### config.mk
export PLATFORM = sky130hd
export DESIGN_NAME = indexed_icon_pixel_decoder
export DESIGN_NICKNAME = d
export VERILOG_FILES = /design/src/design/ipd_pkg.sv /design/src/design/ipd_fifo.sv /design/src/design/ipd_front.sv /design/src/design/ipd_back.sv /design/src/design/indexed_icon_pixel_decoder.sv
export SDC_FILE = /design/constraint.sdc
export NUM_CORES = 1
export LEC_CHECK = 0
export BUFFER_PORTS_ARGS = -buffer_cell sky130_fd_sc_hd__buf_2
export CAP_MARGIN = 20
export CORE_UTILIZATION = 61
export CTS_CLUSTER_DIAMETER = 30
export DETAILED_ROUTE_END_ITERATION = 8
export GPL_TIMING_DRIVEN = 1
export MAX_ROUTING_LAYER = met4
export PLACE_DENSITY_LB_ADDON = 0.15
export SYNTH_ARGS = -nofsm -noshare
export SYNTH_HDL_FRONTEND = slang
export SYNTH_SLANG_ARGS = --single-unit
### constraint.sdc
create_clock -name clk_i -period 5.1 [get_ports clk_i]
set_input_delay 0.255 -clock clk_i [delete_from_list [all_inputs] [get_ports clk_i]]
set_output_delay 0.255 -clock clk_i [all_outputs]
set_load 0.1 [all_outputs]
### src/design/ipd_pkg.sv
// Package for the indexed icon pixel decoder: constants, shared types and
// the 5-bit to 8-bit channel expansion table. No dependencies.
package ipd_pkg;

  // Block layout
  localparam int FRAME_BYTES = 128;
  localparam int MAX_FRAMES  = 3;
  localparam int PAL_ENTRIES = 16;

  localparam int OFF_W = 10;
  localparam logic [OFF_W-1:0] FCOUNT_LO_OFF = 10'd2;
  localparam logic [OFF_W-1:0] FCOUNT_HI_OFF = 10'd3;
  localparam logic [OFF_W-1:0] PAL_START     = 10'h060;
  localparam logic [OFF_W-1:0] PIX_START     = 10'h080;
  localparam logic [OFF_W-1:0] OFFSET_CAP    = 10'd512;
  // first offset whose arrival completes frame 0, and its base for the count
  localparam logic [OFF_W-1:0] FIRST_DONE_OFF = 10'd255;
  localparam logic [OFF_W-1:0] DONE_BASE      = 10'd127;

  // Queue between front and back
  localparam int FIFO_DEPTH = 4;
  localparam int FIFO_AW    = $clog2(FIFO_DEPTH);

  // floor(x * 255 / 31) for a 5-bit channel
  localparam logic [7:0] EXPAND5 [32] = '{
    8'd0,   8'd8,   8'd16,  8'd24,  8'd32,  8'd41,  8'd49,  8'd57,
    8'd65,  8'd74,  8'd82,  8'd90,  8'd98,  8'd106, 8'd115, 8'd123,
    8'd131, 8'd139, 8'd148, 8'd156, 8'd164, 8'd172, 8'd180, 8'd189,
    8'd197, 8'd205, 8'd213, 8'd222, 8'd230, 8'd238, 8'd246, 8'd255
  };

  // Result kinds
  localparam logic KIND_PIXEL   = 1'b0;
  localparam logic KIND_SUMMARY = 1'b1;

  // One classified byte, ready for the back end
  typedef struct packed {
    logic        has_pix;   // two pixels to emit
    logic        has_sum;   // end-of-data summary follows
    logic [15:0] word0;     // palette word for the low nibble
    logic [15:0] word1;     // palette word for the high nibble
    logic [1:0]  frame;
    logic [6:0]  pos;       // byte position within frame
    logic [1:0]  done;      // complete frames for the summary
  } entry_t;

  // One result item
  typedef struct packed {
    logic       kind;
    logic [7:0] red;
    logic [7:0] green;
    logic [7:0] blue;
    logic [7:0] alpha;
    logic [1:0] frame_number;
    logic [7:0] pixel_number;
    logic [1:0] frames_complete;
    logic       last_result;
  } result_t;

  // Back-end emit phase
  typedef enum logic [2:0] {
    PH_LO  = 3'b001,
    PH_HI  = 3'b010,
    PH_SUM = 3'b100
  } phase_e;

endpackage

### src/design/ipd_fifo.sv
// Short queue of classified entries between front and back end.
// Depends on ipd_pkg.
module ipd_fifo (
  input  logic            clk_i,
  input  logic            rst_ni,
  input  logic            push_i,
  input  ipd_pkg::entry_t push_data_i,
  output logic            full_o,
  input  logic            pop_i,
  output logic            not_empty_o,
  output ipd_pkg::entry_t head_o
);

  ipd_pkg::entry_t                 mem [ipd_pkg::FIFO_DEPTH];
  logic [ipd_pkg::FIFO_AW-1:0]     wr_ptr_q, wr_ptr_d;
  logic [ipd_pkg::FIFO_AW-1:0]     rd_ptr_q, rd_ptr_d;
  logic [ipd_pkg::FIFO_AW:0]       cnt_q, cnt_d;

  assign full_o      = (cnt_q == (ipd_pkg::FIFO_AW+1)'(ipd_pkg::FIFO_DEPTH));
  assign not_empty_o = (cnt_q != '0);
  assign head_o      = mem[rd_ptr_q];

  // pointer and count update
  always_comb begin
    wr_ptr_d = wr_ptr_q;
    rd_ptr_d = rd_ptr_q;
    cnt_d    = cnt_q;
    if (push_i) begin
      wr_ptr_d = wr_ptr_q + 1'b1;
    end
    if (pop_i) begin
      rd_ptr_d = rd_ptr_q + 1'b1;
    end
    if (push_i && !pop_i) begin
      cnt_d = cnt_q + 1'b1;
    end else if (!push_i && pop_i) begin
      cnt_d = cnt_q - 1'b1;
    end
  end

  always_ff @(posedge clk_i or negedge rst_ni) begin
    if (!rst_ni) begin
      wr_ptr_q <= '0;
      rd_ptr_q <= '0;
      cnt_q    <= '0;
    end else begin
      wr_ptr_q <= wr_ptr_d;
      rd_ptr_q <= rd_ptr_d;
      cnt_q    <= cnt_d;
    end
  end

  // storage
  always_ff @(posedge clk_i) begin
    if (push_i) begin
      mem[wr_ptr_q] <= push_data_i;
    end
  end

endmodule

### src/design/ipd_front.sv
// Front end: accepts bytes, tracks the block offset, frame count and palette,
// and turns pixel bytes and the last byte into queue entries. Depends on ipd_pkg.
module ipd_front (
  input  logic            clk_i,
  input  logic            rst_ni,
  input  logic [7:0]      data_byte_i,
  input  logic            end_of_data_i,
  input  logic            valid_i,
  output logic            ready_o,
  output logic            push_o,
  output ipd_pkg::entry_t push_data_o,
  input  logic            full_i
);

  logic [ipd_pkg::OFF_W-1:0] offset_q, offset_d;
  logic [7:0]                fc_low_q, fc_low_d;
  logic [1:0]                wanted_q, wanted_d;
  logic [ipd_pkg::PAL_ENTRIES-1:0] lo_vld_q, lo_vld_d;
  logic [ipd_pkg::PAL_ENTRIES-1:0] hi_vld_q, hi_vld_d;
  logic                      s1_vq, s1_vd;

  // palette storage, low and high byte of each word
  logic [7:0] pal_lo_mem [ipd_pkg::PAL_ENTRIES];
  logic [7:0] pal_hi_mem [ipd_pkg::PAL_ENTRIES];

  // registered read data and entry fields
  logic [7:0] rd_lo0_q, rd_hi0_q, rd_lo1_q, rd_hi1_q;
  logic [3:0] rd_vld_q;   // {hi1, lo1, hi0, lo0}
  logic       has_pix_q, has_sum_q;
  logic [1:0] frame_q, done_q;
  logic [6:0] pos_q;

  logic                      in_fire;
  logic                      is_pal, is_pix, pix_ok;
  logic [ipd_pkg::OFF_W-1:0] rel, done_span;
  logic [3:0]                pal_idx;
  logic [3:0]                nib0, nib1;
  logic [1:0]                clamp_cnt, done_raw, done_val;

  assign ready_o = !s1_vq || !full_i;
  assign in_fire = valid_i && ready_o;
  assign push_o  = s1_vq && !full_i;

  assign nib0 = data_byte_i[3:0];
  assign nib1 = data_byte_i[7:4];

  // classify the byte by offset
  always_comb begin
    is_pal  = (offset_q >= ipd_pkg::PAL_START) && (offset_q < ipd_pkg::PIX_START);
    is_pix  = (offset_q >= ipd_pkg::PIX_START) && (offset_q < ipd_pkg::OFFSET_CAP);
    rel     = offset_q - ipd_pkg::PIX_START;
    pix_ok  = is_pix && (rel[8:7] < wanted_q);
    pal_idx = offset_q[4:1];
  end

  // frame count clamp to 1..MAX_FRAMES
  always_comb begin
    if (data_byte_i != 8'd0) begin
      clamp_cnt = 2'(ipd_pkg::MAX_FRAMES);
    end else if (fc_low_q == 8'd0) begin
      clamp_cnt = 2'd1;
    end else if (fc_low_q > 8'(ipd_pkg::MAX_FRAMES)) begin
      clamp_cnt = 2'(ipd_pkg::MAX_FRAMES);
    end else begin
      clamp_cnt = fc_low_q[1:0];
    end
  end

  // complete frames if this byte were the last
  always_comb begin
    done_span = offset_q - ipd_pkg::DONE_BASE;
    done_raw  = done_span[8:7];
    if (offset_q < ipd_pkg::FIRST_DONE_OFF) begin
      done_val = 2'd0;
    end else if (done_raw > wanted_q) begin
      done_val = wanted_q;
    end else begin
      done_val = done_raw;
    end
  end

  // state update
  always_comb begin
    offset_d = offset_q;
    fc_low_d = fc_low_q;
    wanted_d = wanted_q;
    lo_vld_d = lo_vld_q;
    hi_vld_d = hi_vld_q;
    s1_vd    = s1_vq;
    if (push_o) begin
      s1_vd = 1'b0;
    end
    if (in_fire) begin
      s1_vd = pix_ok || end_of_data_i;
      if (offset_q == ipd_pkg::FCOUNT_LO_OFF) begin
        fc_low_d = data_byte_i;
      end
      if (offset_q == ipd_pkg::FCOUNT_HI_OFF) begin
        wanted_d = clamp_cnt;
      end
      if (is_pal && !offset_q[0]) begin
        lo_vld_d[pal_idx] = 1'b1;
      end
      if (is_pal && offset_q[0]) begin
        hi_vld_d[pal_idx] = 1'b1;
      end
      if (offset_q < ipd_pkg::OFFSET_CAP) begin
        offset_d = offset_q + 1'b1;
      end
      // end of block: back to reset values
      if (end_of_data_i) begin
        offset_d = '0;
        fc_low_d = '0;
        wanted_d = 2'd1;
        lo_vld_d = '0;
        hi_vld_d = '0;
      end
    end
  end

  always_ff @(posedge clk_i or negedge rst_ni) begin
    if (!rst_ni) begin
      offset_q <= '0;
      fc_low_q <= '0;
      wanted_q <= 2'd1;
      lo_vld_q <= '0;
      hi_vld_q <= '0;
      s1_vq    <= 1'b0;
    end else begin
      offset_q <= offset_d;
      fc_low_q <= fc_low_d;
      wanted_q <= wanted_d;
      lo_vld_q <= lo_vld_d;
      hi_vld_q <= hi_vld_d;
      s1_vq    <= s1_vd;
    end
  end

  // palette writes
  always_ff @(posedge clk_i) begin
    if (in_fire && is_pal && !offset_q[0]) begin
      pal_lo_mem[pal_idx] <= data_byte_i;
    end
    if (in_fire && is_pal && offset_q[0]) begin
      pal_hi_mem[pal_idx] <= data_byte_i;
    end
  end

  // palette reads and entry fields, captured with the byte
  always_ff @(posedge clk_i) begin
    if (in_fire) begin
      rd_lo0_q  <= pal_lo_mem[nib0];
      rd_hi0_q  <= pal_hi_mem[nib0];
      rd_lo1_q  <= pal_lo_mem[nib1];
      rd_hi1_q  <= pal_hi_mem[nib1];
      rd_vld_q  <= {hi_vld_q[nib1], lo_vld_q[nib1], hi_vld_q[nib0], lo_vld_q[nib0]};
      has_pix_q <= pix_ok;
      has_sum_q <= end_of_data_i;
      frame_q   <= rel[8:7];
      pos_q     <= rel[6:0];
      done_q    <= done_val;
    end
  end

  // unwritten palette bytes read as zero
  always_comb begin
    push_data_o.has_pix = has_pix_q;
    push_data_o.has_sum = has_sum_q;
    push_data_o.word0   = {rd_vld_q[1] ? rd_hi0_q : 8'd0, rd_vld_q[0] ? rd_lo0_q : 8'd0};
    push_data_o.word1   = {rd_vld_q[3] ? rd_hi1_q : 8'd0, rd_vld_q[2] ? rd_lo1_q : 8'd0};
    push_data_o.frame   = frame_q;
    push_data_o.pos     = pos_q;
    push_data_o.done    = done_q;
  end

endmodule

### src/design/ipd_back.sv
// Back end: expands queue entries into pixel and summary results and holds
// them in the output register. Depends on ipd_pkg.
module ipd_back (
  input  logic             clk_i,
  input  logic             rst_ni,
  input  logic             not_empty_i,
  input  ipd_pkg::entry_t  head_i,
  output logic             pop_o,
  output logic             out_valid_o,
  input  logic             out_ready_i,
  output ipd_pkg::result_t out_o
);

  ipd_pkg::phase_e  phase_q, phase_d, ph;
  logic             out_vq, out_vd;
  ipd_pkg::result_t out_q, res;
  logic             out_load, entry_done;
  logic [15:0]      word;

  assign out_valid_o = out_vq;
  assign out_o       = out_q;
  assign out_load    = not_empty_i && (!out_vq || out_ready_i);
  assign pop_o       = out_load && entry_done;

  // current phase; entries without pixels go straight to the summary
  always_comb begin
    ph = phase_q;
    if ((phase_q == ipd_pkg::PH_LO) && !head_i.has_pix) begin
      ph = ipd_pkg::PH_SUM;
    end
    entry_done = (ph == ipd_pkg::PH_SUM) || ((ph == ipd_pkg::PH_HI) && !head_i.has_sum);
  end

  // build the result for this phase
  always_comb begin
    word = (ph == ipd_pkg::PH_HI) ? head_i.word1 : head_i.word0;
    res  = '0;
    case (ph)
      ipd_pkg::PH_LO, ipd_pkg::PH_HI: begin
        res.kind         = ipd_pkg::KIND_PIXEL;
        if (word != 16'd0) begin
          res.red   = ipd_pkg::EXPAND5[word[4:0]];
          res.green = ipd_pkg::EXPAND5[word[9:5]];
          res.blue  = ipd_pkg::EXPAND5[word[14:10]];
          res.alpha = 8'hFF;
        end
        res.frame_number = head_i.frame;
        res.pixel_number = {head_i.pos, (ph == ipd_pkg::PH_HI)};
      end
      ipd_pkg::PH_SUM: begin
        res.kind            = ipd_pkg::KIND_SUMMARY;
        res.frames_complete = head_i.done;
        res.last_result     = 1'b1;
      end
      default: begin
        res = '0;
      end
    endcase
  end

  // phase sequencing and output valid
  always_comb begin
    phase_d = phase_q;
    out_vd  = out_vq;
    if (out_vq && out_ready_i) begin
      out_vd = 1'b0;
    end
    if (out_load) begin
      out_vd = 1'b1;
      if (entry_done) begin
        phase_d = ipd_pkg::PH_LO;
      end else if (ph == ipd_pkg::PH_LO) begin
        phase_d = ipd_pkg::PH_HI;
      end else begin
        phase_d = ipd_pkg::PH_SUM;
      end
    end
  end

  always_ff @(posedge clk_i or negedge rst_ni) begin
    if (!rst_ni) begin
      phase_q <= ipd_pkg::PH_LO;
      out_vq  <= 1'b0;
    end else begin
      phase_q <= phase_d;
      out_vq  <= out_vd;
    end
  end

  always_ff @(posedge clk_i) begin
    if (out_load) begin
      out_q <= res;
    end
  end

endmodule

### src/design/indexed_icon_pixel_decoder.sv
// Top level of the indexed icon pixel decoder.
// Depends on ipd_pkg, ipd_front, ipd_fifo and ipd_back.
//
// Streams the bytes of a save's first data block in on the slave side and
// emits RGBA8888 pixels of the 4-bit indexed icon on the master side, then
// one summary per block on the byte marked tlast (tuser high, tlast high,
// frames_complete valid). A pixel byte yields two results, sent by the back
// end at one result per cycle while the consumer is ready, so the back end
// sets the flow of pixel bytes; header, palette and ignored bytes go at one
// per cycle unless the front end stalls. A result passes the palette read
// register, queue and output register from input transfer to output valid.
// The consumer should drop pixels of frames beyond frames_complete. After the
// last byte the offset, frame count and palette flags are reset for the next block.
module indexed_icon_pixel_decoder (
  input  logic        clk_i,
  input  logic        rst_ni,
  // s_axis_tdata_i: [7:0] data_byte
  input  logic [7:0]  s_axis_tdata_i,
  input  logic        s_axis_tlast_i,   // end_of_data
  input  logic        s_axis_tvalid_i,
  output logic        s_axis_tready_o,
  // m_axis_tdata_o: [7:0] red, [15:8] green, [23:16] blue, [31:24] alpha,
  // [33:32] frame_number, [41:34] pixel_number, [43:42] frames_complete,
  // [47:44] zero
  output logic [47:0] m_axis_tdata_o,
  output logic        m_axis_tuser_o,   // kind
  output logic        m_axis_tlast_o,   // last_result
  output logic        m_axis_tvalid_o,
  input  logic        m_axis_tready_i
);

  logic             push, full, pop, not_empty;
  ipd_pkg::entry_t  push_data, head;
  ipd_pkg::result_t res;

  ipd_front u_front (
    .clk_i         (clk_i),
    .rst_ni        (rst_ni),
    .data_byte_i   (s_axis_tdata_i),
    .end_of_data_i (s_axis_tlast_i),
    .valid_i       (s_axis_tvalid_i),
    .ready_o       (s_axis_tready_o),
    .push_o        (push),
    .push_data_o   (push_data),
    .full_i        (full)
  );

  ipd_fifo u_fifo (
    .clk_i       (clk_i),
    .rst_ni      (rst_ni),
    .push_i      (push),
    .push_data_i (push_data),
    .full_o      (full),
    .pop_i       (pop),
    .not_empty_o (not_empty),
    .head_o      (head)
  );

  ipd_back u_back (
    .clk_i       (clk_i),
    .rst_ni      (rst_ni),
    .not_empty_i (not_empty),
    .head_i      (head),
    .pop_o       (pop),
    .out_valid_o (m_axis_tvalid_o),
    .out_ready_i (m_axis_tready_i),
    .out_o       (res)
  );

  // pack the result onto the master side
  assign m_axis_tdata_o = {4'd0, res.frames_complete, res.pixel_number, res.frame_number,
                           res.alpha, res.blue, res.green, res.red};
  assign m_axis_tuser_o = res.kind;
  assign m_axis_tlast_o = res.last_result;

endmodule

==> impl_metrics.csv <==
group,metric,value,unit
status,status,"finished clean",
layout,final_layout_size_suffix_gt1_share,36.4,%
worst_setup_path,cp-startpoint,"u_front.offset_q[7]",
routing,wl_per_cell,27.1,um
synthesis,syn_area_per_cell,19.9,um2
die,core-area,40700,um2
placed_design,dpl.hpwl,31900,um
die,die_h,205,um
global_route,grt_max_degree,84,
routing,avgViaCountPerCell,6.52,
layout,nFillCells,2247,
worst_setup_path,critPathArrivalTime,3.35,ns
timing,max-slew-margin-rel,23.2,%
worst_setup_path,worstSetupStartpointType,"register",
timing,skew,0.0218,ns
layout,post-route-util,73.7,%
clocking,cts_setup_buffers,0,
timing,slew_viol_final,0,
timing,final.setup.tns,0,ns
placed_design,dp_slack,2.05,ns
clocking,hold_buffers,4,
worst_setup_path,crit_required,5.34,ns
worst_setup_path,worstSetupPathType,"register to register",
synthesis,yosys.cell_types.count,61,
synthesis,yosysWarningCount,0,
clocking,cts-htree-levels,3,
worst_setup_path,crit_family,"simple AND/OR/NAND/NOR gates",
power,design_power_total,16.8,mW
worst_setup_path,r2r_slack,1.99,ns
power,ir_worst_vdd,0.000399,V
placed_design,place_congestion,0.821,
clocking,cts-resized-gates,0,
layout,final_cells,2025,
clocking,cts_made_buffers,111,
placed_design,port_buffers,60,
synthesis,ys_seq_elements,587,
global_route,grt.total_usage,28.2,%
synthesis,ys_top_cells_by_area,"edfxtp_1 62%, mux4_2 20%, dfrtp_1 6.2%, and2_1 1.3%, o21a_1 0.92%",
layout,syn2layout_area_growth,19.1,%
power,p_per_area,560,nW/um2
timing,worst_slew_pin_slew,1.15,ns
global_route,gr-total-overflow,0,
worst_setup_path,cp-endpoint,"u_front.pal_lo_mem[4][7]",
synthesis,yosysMostFrequentCell,"edfxtp_1",
timing,hold_violations,0,
timing,whs,0.0248,ns
routing,wl,55000,um
worst_setup_path,cpMaxStageDelayCell,"nor4_4",
synthesis,synth_commonest_cells,"523 x edfxtp_1, 222 x mux4_2, 62 x dfrtp_1",
synthesis,ys_seq_area_share,68.7,%
die,std_cell_rows,74,
synthesis,ys.flop_type,"edfxtp_1",
routing,vias,13200,
clocking,cts_tree,"done",
worst_setup_path,cp_cell_sequence,"or3_1 -> nor4_4 -> nand2_1 -> nor4_4",
timing,rsz0062_at_grt,"no",
job,cap_violations,0,
routing,antenna_left,0,
die,initial_core_util,61.8,%
synthesis,synth_edf_count,523,
timing,setup_viol,0,
power,p_leak,10.3,nW
clocking,cts-root-buf,"clkbuf_16",
die,io_pins,65,
layout,design_area,30000,um2
global_route,antenna_found_initial,2,
worst_setup_path,crit_cells,4,
worst_setup_path,rr_worst_depth,4,
timing,max_freq,0.322,GHz
synthesis,netlist_instances,1263,
worst_setup_path,crit_path_max_incr_delay,0.90,ns
routing,drc,0,
worst_setup_path,crit_buf_inv,0,
clocking,cts_sinks,587,
layout,nets,1421,
worst_setup_path,worst_path_most_repeated_cell,"nor4_4",
routing,drt-pass1-iter-count,5,
worst_setup_path,critical_path.max_fanout,10,
synthesis,synthArstFlopShare,10.9,%
routing,drt_iter0_drc,1301,
hold_path,min_path_type,"input pin to register",
clocking,clk_pin_slew,0.05,ns
worst_setup_path,r2r_end,"u_front.pal_lo_mem[4][7]",
clocking,clk-insertion-delay-late,0.63,ns
die,die_width,205,um
global_route,grt_pass1_wl,83400,um
die,die_area,42100,um2
timing,fin_ws,1.99,ns
synthesis,synth_top_area_cell,"edfxtp_1",
timing,min_period_over_period,60.9,%
clocking,ctsLongestPathBuffers,3,
placed_design,placed_cells,1808,
worst_setup_path,critPathCaptureType,"register",
timing,period_minus_slack,3.11,ns
worst_setup_path,reg2reg_from,"u_front.offset_q[7]",
synthesis,synth_top_area_share,62.3,%
global_route,first_global_vias,13500,
synthesis,synth_area,25200,um2
placed_design,dpl-instance-area,26100,um2
[power breakdown]
group	total (mW)	switching [mW]	internal, mW
Clock	7.40	2.46	4.94
Sequential	6.08	0.252	5.83
Combinational	3.32	2.33	0.983
[registers in the layout, indices dropped and copies added, names as in the netlist, 2 cells and up]
register and cells:
u_front.rd_hi0_q 8, u_front.done_q 2, u_front.rd_hi1_q 8, u_front.offset_q 10, u_front.wanted_q 2, u_fifo.mem 180, u_front.lo_vld_q 16, u_front.pos_q 7
u_fifo.rd_ptr_q 2, u_front.rd_lo1_q 8, u_back.phase_q 3, u_fifo.cnt_q 3, u_back.out_o 38, u_front.fc_low_q 8, u_fifo.wr_ptr_q 2, u_front.pal_hi_mem 128
u_front.pal_lo_mem 128, u_front.frame_q 2, u_front.hi_vld_q 16, u_front.rd_vld_q 4, u_front.rd_lo0_q 8
[worst reg2reg max path, delay by kind of cell (launching register included)]
kind	cells	cell delay (ns)
simple gates	4	2.28
flops	1	0.46
[area by class of cell]
cell class,count,area [um2],share of cell area (%)
Multi-Input combinational cell,576,7480,24.9
Sequential cell,587,17300,57.7
Timing Repair Buffer,96,598,1.99
Tap cell,532,666,2.22
Inverter,21,78.8,0.263
Clock buffer,142,3050,10.2
Clock inverter,69,817,2.72
Antenna cell,2,5.00,0.0167
[placed cells by master, fill, tap and decap left out, types with 17 or more instances in the layout]
master      Yosys  final
nor2_1         60     60
mux4_2        222    222
edfxtp_1      523    523
and2_1         52     48
buf_2          19     56
clkbuf_1       42     19
inv_1          19     18
clkbuf_16       0    114
dfrtp_1        62     60
o21a_1         31     31
buf_4          13     34
clkinvlp_4      0     17
[how the worst min path moves through the flow]
stage	endpoint	depth (start not counted)	start
2_1_floorplan	u_back.out_valid_o	0	rst_ni
3_3_place_gp	u_back.out_valid_o	2	m_axis_tready_i
3_5_place_dp	u_back.out_valid_o	2	m_axis_tready_i
4_1_cts	u_front.pal_lo_mem[10][1]	1	s_axis_tdata_i[1]
5_1_grt	u_front.pal_lo_mem[13][1]	1	s_axis_tdata_i[1]
6_report	u_front.pal_lo_mem[10][1]	1	s_axis_tdata_i[1]
[layer usage]
| layer | global-route usage (%) | wire length (um) |
|---|---|---|
| met5 | - | 0 |
| met4 | 9.84 | 1360 |
| met2 | 42.7 | 27100 |
| met1 | 37.9 | 21900 |
| met3 | 6.84 | 4660 |
[cells by family (layout without fill, tap and decap cells)]
kind of cell / Yosys count / after routing / synth area share [%]
flip-flops: 587 / 587 / 68.7
multiplexers: 242 / 242 / 20.9
AND/OR/NAND/NOR: 209 / 209 / 4.56
adder cells (fa/ha/maj): 15 / 15 / 0.775
AO/OA/AOI/OAI: 92 / 92 / 2.64
buffers and inverters: 103 / 328 / 1.91
other: 1 / 6 / 0.0149
XOR/XNOR: 14 / 14 / 0.487
Power figures use the tool's default switching activity.
